[src/rtl/mp4_top_level_box_check_core_macros.svh]
// Assertion helpers shared by the box scan RTL.
// Both expect clk_i and rst_ni in the scope of the use.
`ifndef MP4_TOP_LEVEL_BOX_CHECK_CORE_MACROS_SVH
`define MP4_TOP_LEVEL_BOX_CHECK_CORE_MACROS_SVH

// Same-cycle implication.
`define MP4BC_ASSERT_NOW(lbl, ante, cons, msg) \
  lbl: assert property (@(posedge clk_i) disable iff (!rst_ni) (ante) |-> (cons)) \
    else $error(msg);

// Next-cycle implication.
`define MP4BC_ASSERT_NXT(lbl, ante, cons, msg) \
  lbl: assert property (@(posedge clk_i) disable iff (!rst_ni) (ante) |=> (cons)) \
    else $error(msg);

`endif

[src/rtl/mp4bc_pkg.sv]
`timescale 1ns / 1ps

package mp4bc_pkg;

  // Configuration port
  localparam int unsigned PADDR_W = 2;
  localparam int unsigned PDATA_W = 32;
  localparam logic [PADDR_W-1:0] REG_FILE_LENGTH = 2'd0;

  // Default width of file offsets
  localparam int unsigned OFFSET_BITS_DEF = 32;

  // Box types (big-endian four-character codes)
  localparam logic [31:0] TYPE_FTYP = 32'h6674_7970;
  localparam logic [31:0] TYPE_MDAT = 32'h6D64_6174;
  localparam logic [31:0] TYPE_MOOV = 32'h6D6F_6F76;

  // Header lengths in bytes
  localparam logic [4:0] SHORT_HDR = 5'd8;
  localparam logic [4:0] LONG_HDR  = 5'd16;

  // Size field value that announces a 64-bit extended size
  localparam logic [31:0] SIZE_EXTENDED = 32'd1;

  typedef enum logic [1:0] {
    OC_BOTH      = 2'd0,
    OC_NO_ROOM   = 2'd1,
    OC_MALFORMED = 2'd2,
    OC_TRUNCATED = 2'd3
  } outcome_e;

  typedef struct packed {
    logic     playable;
    outcome_e outcome;
  } result_t;

endpackage

[src/rtl/mp4bc_cfg_regs.sv]
`timescale 1ns / 1ps

module mp4bc_cfg_regs (
  input  logic                            clk_i,
  input  logic                            rst_ni,
  input  logic                            psel,
  input  logic                            penable,
  input  logic                            pwrite,
  input  logic [mp4bc_pkg::PADDR_W-1:0]   paddr,
  input  logic [mp4bc_pkg::PDATA_W-1:0]   pwdata,
  output logic [mp4bc_pkg::PDATA_W-1:0]   prdata,
  output logic                            pready,
  output logic [31:0]                     file_length_o
);

  logic [mp4bc_pkg::PADDR_W-1:0] reg_idx;
  logic                          hit;
  logic [31:0]                   file_length_q;

  assign reg_idx = paddr >> 2;
  assign hit     = (reg_idx == mp4bc_pkg::REG_FILE_LENGTH);
  assign pready  = 1'b1;

  always_ff @(posedge clk_i or negedge rst_ni) begin
    if (!rst_ni) begin
      file_length_q <= '0;
    end else if (psel && penable && pwrite && hit) begin
      file_length_q <= pwdata;
    end
  end

  always_comb begin
    prdata = '0;
    if (hit) begin
      prdata = file_length_q;
    end
  end

  assign file_length_o = file_length_q;

endmodule

[src/rtl/mp4bc_scan.sv]
`timescale 1ns / 1ps
`include "mp4_top_level_box_check_core_macros.svh"

module mp4bc_scan #(
  parameter int unsigned OFFSET_BITS = mp4bc_pkg::OFFSET_BITS_DEF
) (
  input  logic               clk_i,
  input  logic               rst_ni,
  input  logic               step_en_i,
  input  logic [7:0]         data_byte_i,
  input  logic               last_byte_i,
  input  logic [31:0]        file_length_i,
  output logic               res_valid_o,
  output mp4bc_pkg::result_t res_o
);

  localparam logic [63:0] OffMask = 64'hFFFF_FFFF_FFFF_FFFF >> (64 - OFFSET_BITS);

  typedef enum logic [1:0] {
    PH_HEADER  = 2'd0,
    PH_PAYLOAD = 2'd1,
    PH_DONE    = 2'd2
  } phase_e;

  phase_e                 phase_q, phase_d;
  logic [3:0]             cnt_q, cnt_d;
  logic [63:0]            hdr_q, hdr_d;
  logic [63:0]            ext_q, ext_d;
  logic [OFFSET_BITS-1:0] box_start_q, box_start_d;
  logic [OFFSET_BITS-1:0] payload_q, payload_d;
  logic                   mdat_q, mdat_d;
  logic                   moov_q, moov_d;

  logic [63:0]            f64, eff64;
  logic [OFFSET_BITS-1:0] eff;
  logic [OFFSET_BITS:0]   diff;
  logic                   past;
  logic [64:0]            room65;
  logic                   no_room_now;
  logic [63:0]            hdr_next, ext_next, hdr_cur;
  logic [4:0]             taken;
  logic [31:0]            size32, box_type;
  logic                   is_long, end_hdr;
  logic [4:0]             hlen;
  logic [63:0]            box_len;
  logic [64:0]            bs65;
  logic                   bad, mdat_n, moov_n, next_no_room;
  logic [OFFSET_BITS-1:0] payload_n, box_start_n, pl_dec;

  // Clip file length to what an offset can hold; room left past box_start.
  assign f64         = {32'd0, file_length_i};
  assign eff64       = (f64 > OffMask) ? OffMask : f64;
  assign eff         = eff64[OFFSET_BITS-1:0];
  assign diff        = {1'b0, eff} - {1'b0, box_start_q};
  assign past        = diff[OFFSET_BITS];
  assign room65      = 65'(diff[OFFSET_BITS-1:0]);
  assign no_room_now = past || (room65 < 65'(mp4bc_pkg::SHORT_HDR));

  // Header bytes with the current byte shifted in; size and type stay put
  // while the extended size bytes arrive.
  assign hdr_next = {hdr_q[55:0], data_byte_i};
  assign ext_next = {ext_q[55:0], data_byte_i};
  assign hdr_cur  = cnt_q[3] ? hdr_q : hdr_next;
  assign taken    = {1'b0, cnt_q} + 5'd1;
  assign size32   = hdr_cur[63:32];
  assign box_type = hdr_cur[31:0];
  assign is_long  = (taken >= mp4bc_pkg::LONG_HDR);
  assign end_hdr  = is_long ||
                    ((taken == mp4bc_pkg::SHORT_HDR) && (size32 != mp4bc_pkg::SIZE_EXTENDED));
  assign hlen     = is_long ? mp4bc_pkg::LONG_HDR : mp4bc_pkg::SHORT_HDR;
  assign box_len  = is_long ? ext_next : {32'd0, size32};
  assign bs65     = {1'b0, box_len};

  assign bad = ((box_start_q == '0) && (box_type != mp4bc_pkg::TYPE_FTYP)) ||
               (box_len < 64'(hlen)) || past || (bs65 > room65);
  assign mdat_n = mdat_q || (box_type == mp4bc_pkg::TYPE_MDAT);
  assign moov_n = moov_q || (box_type == mp4bc_pkg::TYPE_MOOV);

  // Box fits, so the next start stays within the file: room after it is room - size.
  assign next_no_room = room65 < (bs65 + 65'(mp4bc_pkg::SHORT_HDR));
  assign payload_n    = box_len[OFFSET_BITS-1:0] - OFFSET_BITS'(hlen);
  assign box_start_n  = box_start_q + box_len[OFFSET_BITS-1:0];
  assign pl_dec       = (payload_q != '0) ? (payload_q - OFFSET_BITS'(1)) : payload_q;

  always_comb begin
    phase_d     = phase_q;
    cnt_d       = cnt_q;
    hdr_d       = hdr_q;
    ext_d       = ext_q;
    box_start_d = box_start_q;
    payload_d   = payload_q;
    mdat_d      = mdat_q;
    moov_d      = moov_q;
    res_valid_o = 1'b0;
    res_o       = '{playable: 1'b0, outcome: mp4bc_pkg::OC_BOTH};

    case (phase_q)
      PH_HEADER: begin
        if ((cnt_q == '0) && no_room_now) begin
          res_valid_o   = 1'b1;
          res_o.outcome = mp4bc_pkg::OC_NO_ROOM;
          phase_d       = PH_DONE;
        end else begin
          if (!cnt_q[3]) begin
            hdr_d = hdr_next;
          end else begin
            ext_d = ext_next;
          end
          cnt_d = taken[3:0];
          if (end_hdr) begin
            cnt_d = '0;
            if (bad) begin
              res_valid_o   = 1'b1;
              res_o.outcome = mp4bc_pkg::OC_MALFORMED;
              phase_d       = PH_DONE;
            end else begin
              mdat_d = mdat_n;
              moov_d = moov_n;
              if (mdat_n && moov_n) begin
                res_valid_o    = 1'b1;
                res_o.playable = 1'b1;
                res_o.outcome  = mp4bc_pkg::OC_BOTH;
                phase_d        = PH_DONE;
              end else begin
                box_start_d = box_start_n;
                payload_d   = payload_n;
                if (payload_n != '0) begin
                  phase_d = PH_PAYLOAD;
                end else if (next_no_room) begin
                  res_valid_o   = 1'b1;
                  res_o.outcome = mp4bc_pkg::OC_NO_ROOM;
                  phase_d       = PH_DONE;
                end
              end
            end
          end
        end
      end
      PH_PAYLOAD: begin
        payload_d = pl_dec;
        if (pl_dec == '0) begin
          phase_d = PH_HEADER;
          if (no_room_now) begin
            res_valid_o   = 1'b1;
            res_o.outcome = mp4bc_pkg::OC_NO_ROOM;
            phase_d       = PH_DONE;
          end
        end
      end
      default: begin
      end
    endcase

    // End of stream: report truncation if still open, then rearm.
    if (last_byte_i) begin
      if (!res_valid_o && (phase_d != PH_DONE)) begin
        res_valid_o   = 1'b1;
        res_o.outcome = mp4bc_pkg::OC_TRUNCATED;
      end
      phase_d     = PH_HEADER;
      cnt_d       = '0;
      hdr_d       = '0;
      ext_d       = '0;
      box_start_d = '0;
      payload_d   = '0;
      mdat_d      = 1'b0;
      moov_d      = 1'b0;
    end
  end

  always_ff @(posedge clk_i or negedge rst_ni) begin
    if (!rst_ni) begin
      phase_q     <= PH_HEADER;
      cnt_q       <= '0;
      hdr_q       <= '0;
      ext_q       <= '0;
      box_start_q <= '0;
      payload_q   <= '0;
      mdat_q      <= 1'b0;
      moov_q      <= 1'b0;
    end else if (step_en_i) begin
      phase_q     <= phase_d;
      cnt_q       <= cnt_d;
      hdr_q       <= hdr_d;
      ext_q       <= ext_d;
      box_start_q <= box_start_d;
      payload_q   <= payload_d;
      mdat_q      <= mdat_d;
      moov_q      <= moov_d;
    end
  end

  `MP4BC_ASSERT_NOW(a_payload_nonzero, phase_q == PH_PAYLOAD, payload_q != '0, "payload phase with nothing left")
  `MP4BC_ASSERT_NOW(a_payload_no_hdr, phase_q == PH_PAYLOAD, cnt_q == '0, "header count open during payload")
  `MP4BC_ASSERT_NXT(a_rearm, step_en_i && last_byte_i, (phase_q == PH_HEADER) && (box_start_q == '0) && !mdat_q && !moov_q, "scan not rearmed after last byte")

endmodule

[src/rtl/mp4_top_level_box_check_core.sv]
// Top-level box scan of an MP4 (ISO base media) file, one byte per cycle.
// Input channel: data_byte_i / last_byte_i under in_valid_i / in_ready_o.
// Send the file in order; last_byte_i marks the final byte and rearms the
// scan for the next file. Output channel: playable_o / outcome_o under
// out_valid_o / out_ready_i, at most one verdict per file: both mdat and
// moov seen, no room for another header, malformed box, or truncated.
// Bytes after a verdict are consumed silently until last_byte_i.
// Configuration: APB register file_length at address 0, written between files
// or between requests while nothing is in flight; pready is tied high.
// A verdict shows on out_valid_o once its byte has passed the input register
// and the scan step into the result register.
// Throughput: one byte per cycle while no verdict waits; the scan state
// updates once per byte.
// Stall: while a verdict waits in the result register, one more byte is held
// in the input register; further bytes wait (in_ready_o low).
// Reset (rst_ni low, asynchronous): scan state, file_length, and both
// pipeline valids clear; the block starts in the header phase of a new file.
`timescale 1ns / 1ps
`include "mp4_top_level_box_check_core_macros.svh"

module mp4_top_level_box_check_core #(
  parameter int unsigned OFFSET_BITS = mp4bc_pkg::OFFSET_BITS_DEF
) (
  input  logic                          clk_i,
  input  logic                          rst_ni,
  // byte stream
  input  logic                          in_valid_i,
  output logic                          in_ready_o,
  input  logic [7:0]                    data_byte_i,
  input  logic                          last_byte_i,
  // verdict
  output logic                          out_valid_o,
  input  logic                          out_ready_i,
  output logic                          playable_o,
  output logic [1:0]                    outcome_o,
  // APB configuration
  input  logic                          psel,
  input  logic                          penable,
  input  logic                          pwrite,
  input  logic [mp4bc_pkg::PADDR_W-1:0] paddr,
  input  logic [mp4bc_pkg::PDATA_W-1:0] pwdata,
  output logic [mp4bc_pkg::PDATA_W-1:0] prdata,
  output logic                          pready
);

  logic [31:0]        file_length;

  // input register
  logic               in_valid_q;
  logic [7:0]         in_byte_q;
  logic               in_last_q;

  // result register
  logic               out_valid_q;
  mp4bc_pkg::result_t out_q;

  logic               advance;
  logic               res_valid;
  mp4bc_pkg::result_t res;

  mp4bc_cfg_regs u_cfg (
    .clk_i         (clk_i),
    .rst_ni        (rst_ni),
    .psel          (psel),
    .penable       (penable),
    .pwrite        (pwrite),
    .paddr         (paddr),
    .pwdata        (pwdata),
    .prdata        (prdata),
    .pready        (pready),
    .file_length_o (file_length)
  );

  // A byte steps the scan only when a possible verdict has a free slot.
  assign advance    = in_valid_q && (!out_valid_q || out_ready_i);
  assign in_ready_o = !in_valid_q || advance;

  always_ff @(posedge clk_i or negedge rst_ni) begin
    if (!rst_ni) begin
      in_valid_q <= 1'b0;
    end else if (in_ready_o) begin
      in_valid_q <= in_valid_i;
    end
  end

  always_ff @(posedge clk_i) begin
    if (in_ready_o && in_valid_i) begin
      in_byte_q <= data_byte_i;
      in_last_q <= last_byte_i;
    end
  end

  mp4bc_scan #(
    .OFFSET_BITS (OFFSET_BITS)
  ) u_scan (
    .clk_i         (clk_i),
    .rst_ni        (rst_ni),
    .step_en_i     (advance),
    .data_byte_i   (in_byte_q),
    .last_byte_i   (in_last_q),
    .file_length_i (file_length),
    .res_valid_o   (res_valid),
    .res_o         (res)
  );

  always_ff @(posedge clk_i or negedge rst_ni) begin
    if (!rst_ni) begin
      out_valid_q <= 1'b0;
    end else if (advance && res_valid) begin
      out_valid_q <= 1'b1;
    end else if (out_ready_i) begin
      out_valid_q <= 1'b0;
    end
  end

  always_ff @(posedge clk_i) begin
    if (advance && res_valid) begin
      out_q <= res;
    end
  end

  assign out_valid_o = out_valid_q;
  assign playable_o  = out_q.playable;
  assign outcome_o   = out_q.outcome;

  `MP4BC_ASSERT_NOW(a_play_code, out_valid_o, playable_o == (outcome_o == mp4bc_pkg::OC_BOTH), "playable does not match outcome")
  `MP4BC_ASSERT_NXT(a_hold_byte, in_valid_q && !advance, in_valid_q && $stable(in_byte_q) && $stable(in_last_q), "held byte lost or changed")

endmodule
[config.mk]
export PLATFORM = sky130hd
export DESIGN_NAME = mp4_top_level_box_check_core
export DESIGN_NICKNAME = d
export VERILOG_FILES = /design/src/rtl/mp4bc_pkg.sv /design/src/rtl/mp4bc_cfg_regs.sv /design/src/rtl/mp4bc_scan.sv /design/src/rtl/mp4_top_level_box_check_core.sv
export VERILOG_INCLUDE_DIRS = /design/src /design/src/rtl
export SDC_FILE = /design/constraint.sdc
export NUM_CORES = 1
export LEC_CHECK = 0
export BUFFER_PORTS_ARGS = -buffer_cell sky130_fd_sc_hd__buf_2
export CORE_MARGIN = 1
export CORE_UTILIZATION = 30
export CTS_CLUSTER_DIAMETER = 50
export DETAILED_ROUTE_END_ITERATION = 7
export PLACE_DENSITY_LB_ADDON = 0.12
export SETUP_SLACK_MARGIN = 0.3
export SLEW_MARGIN = 20
export SYNTH_ARGS = -nofsm -noshare
export SYNTH_HDL_FRONTEND = slang
export SYNTH_SLANG_ARGS = --single-unit
export TNS_END_PERCENT = 10
[constraint.sdc]
create_clock -name clk_i -period 6.56 [get_ports clk_i]
set_clock_uncertainty 0.2 [all_clocks]
set_input_delay 0.656 -clock clk_i [delete_from_list [all_inputs] [get_ports clk_i]]
set_output_delay 0.656 -clock clk_i [all_outputs]
set_load 0.01 [all_outputs]
# After elaboration in Yosys (flattened, before gate mapping)
# Index checks and enable logic that the tools add are counted.
# word_totals
reg_bits,238
elab_cells,155
# op_classes
addsub,6
magnitude_cmp,6
n_eq_ne,14
n_mux,73
bitwise_logic,2
reduce_logical,39
# ops
operator,count
32-bit two-way mux,13
64-bit two-way mux,5
56-bit two-way mux,4
64-bit by 4-bit adder with 65-bit output (second input constant),1
32-bit by 65-bit less-than comparator with 1-bit output,1
32-bit by 31-bit equality test with 1-bit output (second input constant),2
64-bit by 32-bit greater-than comparator with 1-bit output,1
32-bit zero test,2
64-bit by 5-bit less-than comparator with 1-bit output,1
32-bit case mux with 2 select lines,1
32-bit nonzero test,2
2-bit two-way mux,17
32-bit by 32-bit subtractor with 33-bit output,1
32-bit adder,1
32-bit greater-than comparator (second input constant),1
32-bit by 4-bit less-than comparator with 1-bit output (second input constant),1
32-bit by 1-bit != test with 1-bit output (second input constant),1
32-bit by 31-bit != test with 1-bit output (second input constant),1
32-bit by 1-bit subtractor with 32-bit output (second input constant),1
32-bit by 5-bit subtractor with 32-bit output,1
1-bit two-way mux,25
4-bit two-way mux,4
6-bit AND reduction,2
1-bit logical AND,10
21 further kinds,41

# Longest topological paths before layout
# logic_depth
depth_word,18
mapped_depth,28
ltp_nobuf,25

# Modules after synthesis
# From an unflattened synthesis, not the netlist that was laid out.
# hier_totals
hier_cells,2456
area_unflattened_um2,20442.1
# by_module_without_submodules
module,instances,cells_per_inst,area_each_um2,seq_area_each_um2
mp4bc_scan,1,2332,18403.9,4804.6
mp4bc_cfg_regs,1,102,1569.0,800.8
mp4_top_level_box_check_core,1,22,469.2,410.4

# Worst setup path before layout
# OpenSTA, ideal clock, no wires.
# synth_timing
kind,register -> register
start,register u_scan.cnt_q[0]
end,"register out_q, in the netlist outcome_o[0] (data pin)"
setup_time_ns,0.284
t_arrival_ns,5.080
required_time_ns,6.076
slack_ns,0.996
path_stages_with_launch,27
path_buffers,3
period_less_slack_ns,5.564
path_cell_list,dfrtp_1 -> ha_1 -> buf_4 -> buf_4 -> buf_2 -> a21bo_2 -> a31oi_2 -> ha_1 -> o21ai_1 -> a31oi_1 -> nand4_1 -> nand2b_1 -> nor3_1 -> nand2_1 -> xor2_1 -> ha_1 -> a21o_1 -> a21o_1 -> a21o_1 -> a21o_1 -> a221o_1 -> a31oi_1 -> o21ai_0 -> o211ai_1 -> nand4_1 -> a32oi_1 -> o211ai_1
# synth_lines
item,line_no,text
from (decl),mp4bc_scan.sv:26,"logic [3:0] cnt_q, cnt_d;"
from (signal assigned),mp4bc_scan.sv:183,cnt_q <= cnt_d;
to (signal assigned),mp4_top_level_box_check_core.sv:118,out_q <= res;
to (decl),mp4_top_level_box_check_core.sv:55,mp4bc_pkg::result_t out_q;

==> impl_metrics.yaml <==
run_status:
  status: "complete, no violations"
routing:
  ant_nets: 0
  vias_per_cell: 5.615
  post-route-drc-count: 0
  avgRoutedWirePerCell_um: 21.70
  first_pass_iters: 8
  first_iter_violations: 1553
  vias: 18550
  wirelength_mm: 71.68
layout:
  final_nets: 2584
  layout-drive-gt1-share_pct: 17.97
  area_delta_synth_final_pct: 15.40
  final_util_pct: 35.21
critical_path:
  worstReg2RegStart: "u_scan.cnt_q[1]$_DFFE_PN0P_"
  crit_path_start: "u_scan.cnt_q[1]$_DFFE_PN0P_"
  cp_max_fo: 21
  critPathBufInv: 1
  rr_worst_depth: 22
  end_kind: "flop"
  crit_chain: "ha_2 > buf_4 > nand3_1 > a31oi_1 > and3_1 > nand4_1 > or3_1 > nor2_1 > xnor2_1 > ha_1 > a21o_1 > a21o_1 > a21o_1 > a21o_1 > a21o_1 > a221o_1 > a31oi_1 > o21ai_1 > o211ai_1 > nand4_1 > a32oi_1 > o211ai_1"
  start_kind: "flop"
  slowest_delay_ns: 0.44
  crit_cells: 22
  worstPathArrival_ns: 6.07
  cp_common_cell: "a21o_1"
  critPathKind: "reg -> reg"
  crit_slowest_cell: "dfrtp_1"
  path_delay_family: "compound AO/OA/AOI/OAI gates"
  cp.required_ns: 6.66
floorplan:
  num_rows: 94
  dieArea_mm2: 0.06826
  dieHeight_um: 261.3
  fp.coreArea_mm2: 0.06610
  start_util_pct: 30.51
  dieWidth_um: 261.3
  io_pins: 88
hold_path:
  holdCritPathClass: "in -> reg"
  worst_hold_startpoint: "data_byte_i[1]"
  holdPathStages: 1
placement:
  gp_congestion: 0.9021
  dp_worst_setup_slack_ns: 0.2087
  place_hpwl_mm: 53.06
  port-buffer-count: 84
global_routing:
  antenna_found_initial: 0
  grt_pass1_wl_mm: 111.6
  grt-ovfl-total: 0
  grt_pass1_vias: 18110
  grt.total_usage_pct: 20.97
  grt_start_max_net_pins: 103
pwr:
  p_per_area_mw_per_mm2: 393.2
  ir_drop_uv: 197.8
  leakage_uw: 0.009990
  power_uw: 9150
clock_network:
  cts_buffer_depth: 3
  cts.sinks: 238
  cts_made_buffers: 46
  clk_pin_slew_ns: 0.05
  clk-insertion-delay-late_ns: 0.59
  cts_tree: "yes"
  htreeDepth: 2
  root_buffer: "clkbuf_16"
logic_synthesis:
  async_flop_share_pct: 94.96
  synth-compound-area-share_pct: 21.00
  yosys.area_share.simple_pct: 22.86
  synth_nets: 2499
  synth_top_family_by_area: "simple AND/OR/NAND/NOR gates"
  synth_area_mm2: 0.02017
  muxShareOfSynthArea_pct: 7.390
  ys_ff_latch: 238
  yosys_warnings: 0
  synth_fa_ha_area_share_pct: 8.364
  synth_area_per_cell_um2: 8.703
  synth_top_flop_cell: "dfrtp_1"
  seq_area_frac_synth_pct: 29.83
  synth_xor_xnor_area_share_pct: 4.908
  netlist_instances: 2317
  ys_types: 105
  synth_edf_count: 12
timing:
  finalCriticalPeriod_ns: 5.972
  timing.fmax_mhz: 167.4
  setup_tns_ns: 0
  timing.final.ws_setup_ns: 0.5880
  setup_viol_count_final: 0
  rsz0062_at_grt: "true"
  worst_pin_slew_ns: 0.9535
  hold_viol_final: 0
  finalMaxSlewViolations: 0
  maxSlewHeadroom_pct: 36.43
  hold_ws_ns: 0.03693
  fin_crit_sh_pct: 91.04
flow_run:
  cap_violations: 0
## cell usage after synthesis (10+ instances only)
library cell,count,share of area [%]
buf_2,39,0.97
nor4_1,59,1.8
mux2i_1,33,1.6
and2_1,15,0.47
ha_1,130,8.1
o21ai_0,123,3.1
o211ai_1,22,0.82
or3_1,20,0.62
or2_2,14,0.43
nand3_1,81,2.0
mux2_2,95,5.3
clkbuf_1,48,0.89
or4_1,10,0.37
a31oi_1,21,0.65
dfrtp_1,226,28
inv_1,111,2.1
xor2_1,54,2.3
and3_1,22,0.68
a21bo_2,14,0.69
nand2b_1,34,1.1
nor2_1,185,3.4
o21a_1,21,0.78
o211ai_2,12,0.74
a21oi_1,122,3.0
nor3_1,72,1.8
a32o_1,62,3.1
a31oi_2,10,0.62
nand4_1,70,2.2
o31ai_1,17,0.63
buf_6,11,0.61
a21o_1,55,2.0
xnor2_1,59,2.6
nand2_1,156,2.9
a211oi_1,20,0.74
edfxtp_1,12,1.8
buf_4,17,0.63
nor2b_1,57,1.8
## per-layer routing
metal / vias to the layer above / GRT usage, % / routed length (um)
li1: 8810 / - / -
met1: 9199 / 30.56 / 35060
met2: 466 / 32.64 / 32110
met3: 70 / 2.816 / 3297
met4: 0 / 4.748 / 1207
met5: - / 0 / 0
## stage by stage
step                cell area [um^2]  instances
floorplan                      20170       2317
global placement               21590       3214
detailed placement             21590       3214
CTS                            23150       3300
global route                   23270       3302
finish                         23270       3303
## cell usage in the layout (no fill, tap or decap), types with 47 or more instances in the layout
cell type	instances
a32o_1	62
xnor2_1	58
nor3_1	72
clkbuf_16	47
buf_4	74
a21o_1	55
nand3_1	81
inv_1	111
xor2_1	53
nor4_1	57
mux2_2	95
buf_2	83
nor2_1	183
nand4_1	70
o21ai_0	120
a21oi_1	118
nor2b_1	57
nand2_1	155
ha_1	125
dfrtp_1	225
## worst paths after layout
path | endpoint | slack [ns]
max | outcome_o[0]$_DFFE_PP_ | 0.59
max in group asynchronous | u_scan.hdr_q[62]$_DFFE_PN0P_ | 4.16
min | in_byte_q[1]$_DFFE_PP_ | 0.04
max reg2reg | outcome_o[0]$_DFFE_PP_ | 0.59
min in group asynchronous | u_cfg.file_length_o[28]$_DFFE_PN0P_ | 0.52
min reg2reg | u_scan.mdat_q$_DFFE_PN0P_ | 0.29
## sequential cells by signal (all words and copies together) (netlist names), 2 cells and up
signal               cells
u_scan.hdr_q            64
u_scan.box_start_q      32
u_scan.cnt_q             4
u_scan.ext_q            56
u_scan.phase_q           2
outcome_o                2
u_scan.payload_q        32
in_byte_q                8
u_cfg.file_length_o     32
## final cells by class
cell class,count,area (um^2)
antenna,1,2.502
clock buffer,61,1269
clock inverter,23,272.8
fill,6914,42830
inverter,111,416.7
multi-input combinational,1843,13150
sequential,238,6020
tap,864,1081
timing repair buffer,162,1056
## logic make-up (layout without fill, tap and decap cells)
logic type / count (synthesis) / after routing
and+or+nand+nor: 865 / 865
AOI/OAI and AO/OA: 594 / 594
DFF: 238 / 238
buffers and inverters: 236 / 357
muxes: 136 / 136
adders and majority gates: 134 / 134
xor gates and xnor gates: 113 / 113
other: 1 / 2
## worst reg2reg max path: cells and delay by family (launching register included)
family | cells | cell delay [ns]
fa+ha+maj | 2 | 0.58
simple gates | 6 | 1.51
flops | 1 | 0.44
xor+xnor | 1 | 0.14
compound gates | 12 | 2.51
buf+inv | 1 | 0.29
## report_power, final
group | internal, uW | switching [uW]
clock | 1520 | 855
sequential | 1740 | 340
combinational | 1750 | 2940
## timing repair
action / in CTS / in global routing
hold buffers: 1 / 0
endpoints found under the setup margin: 58 / 71
gates cloned: 0 / 0
pin swaps: 0 / 5
setup buffers: 1 / 2
endpoints found under the hold margin: 28 / 0
gates resized for setup: 2 / 26
Note: power is estimated with default switching activity, not from simulation.
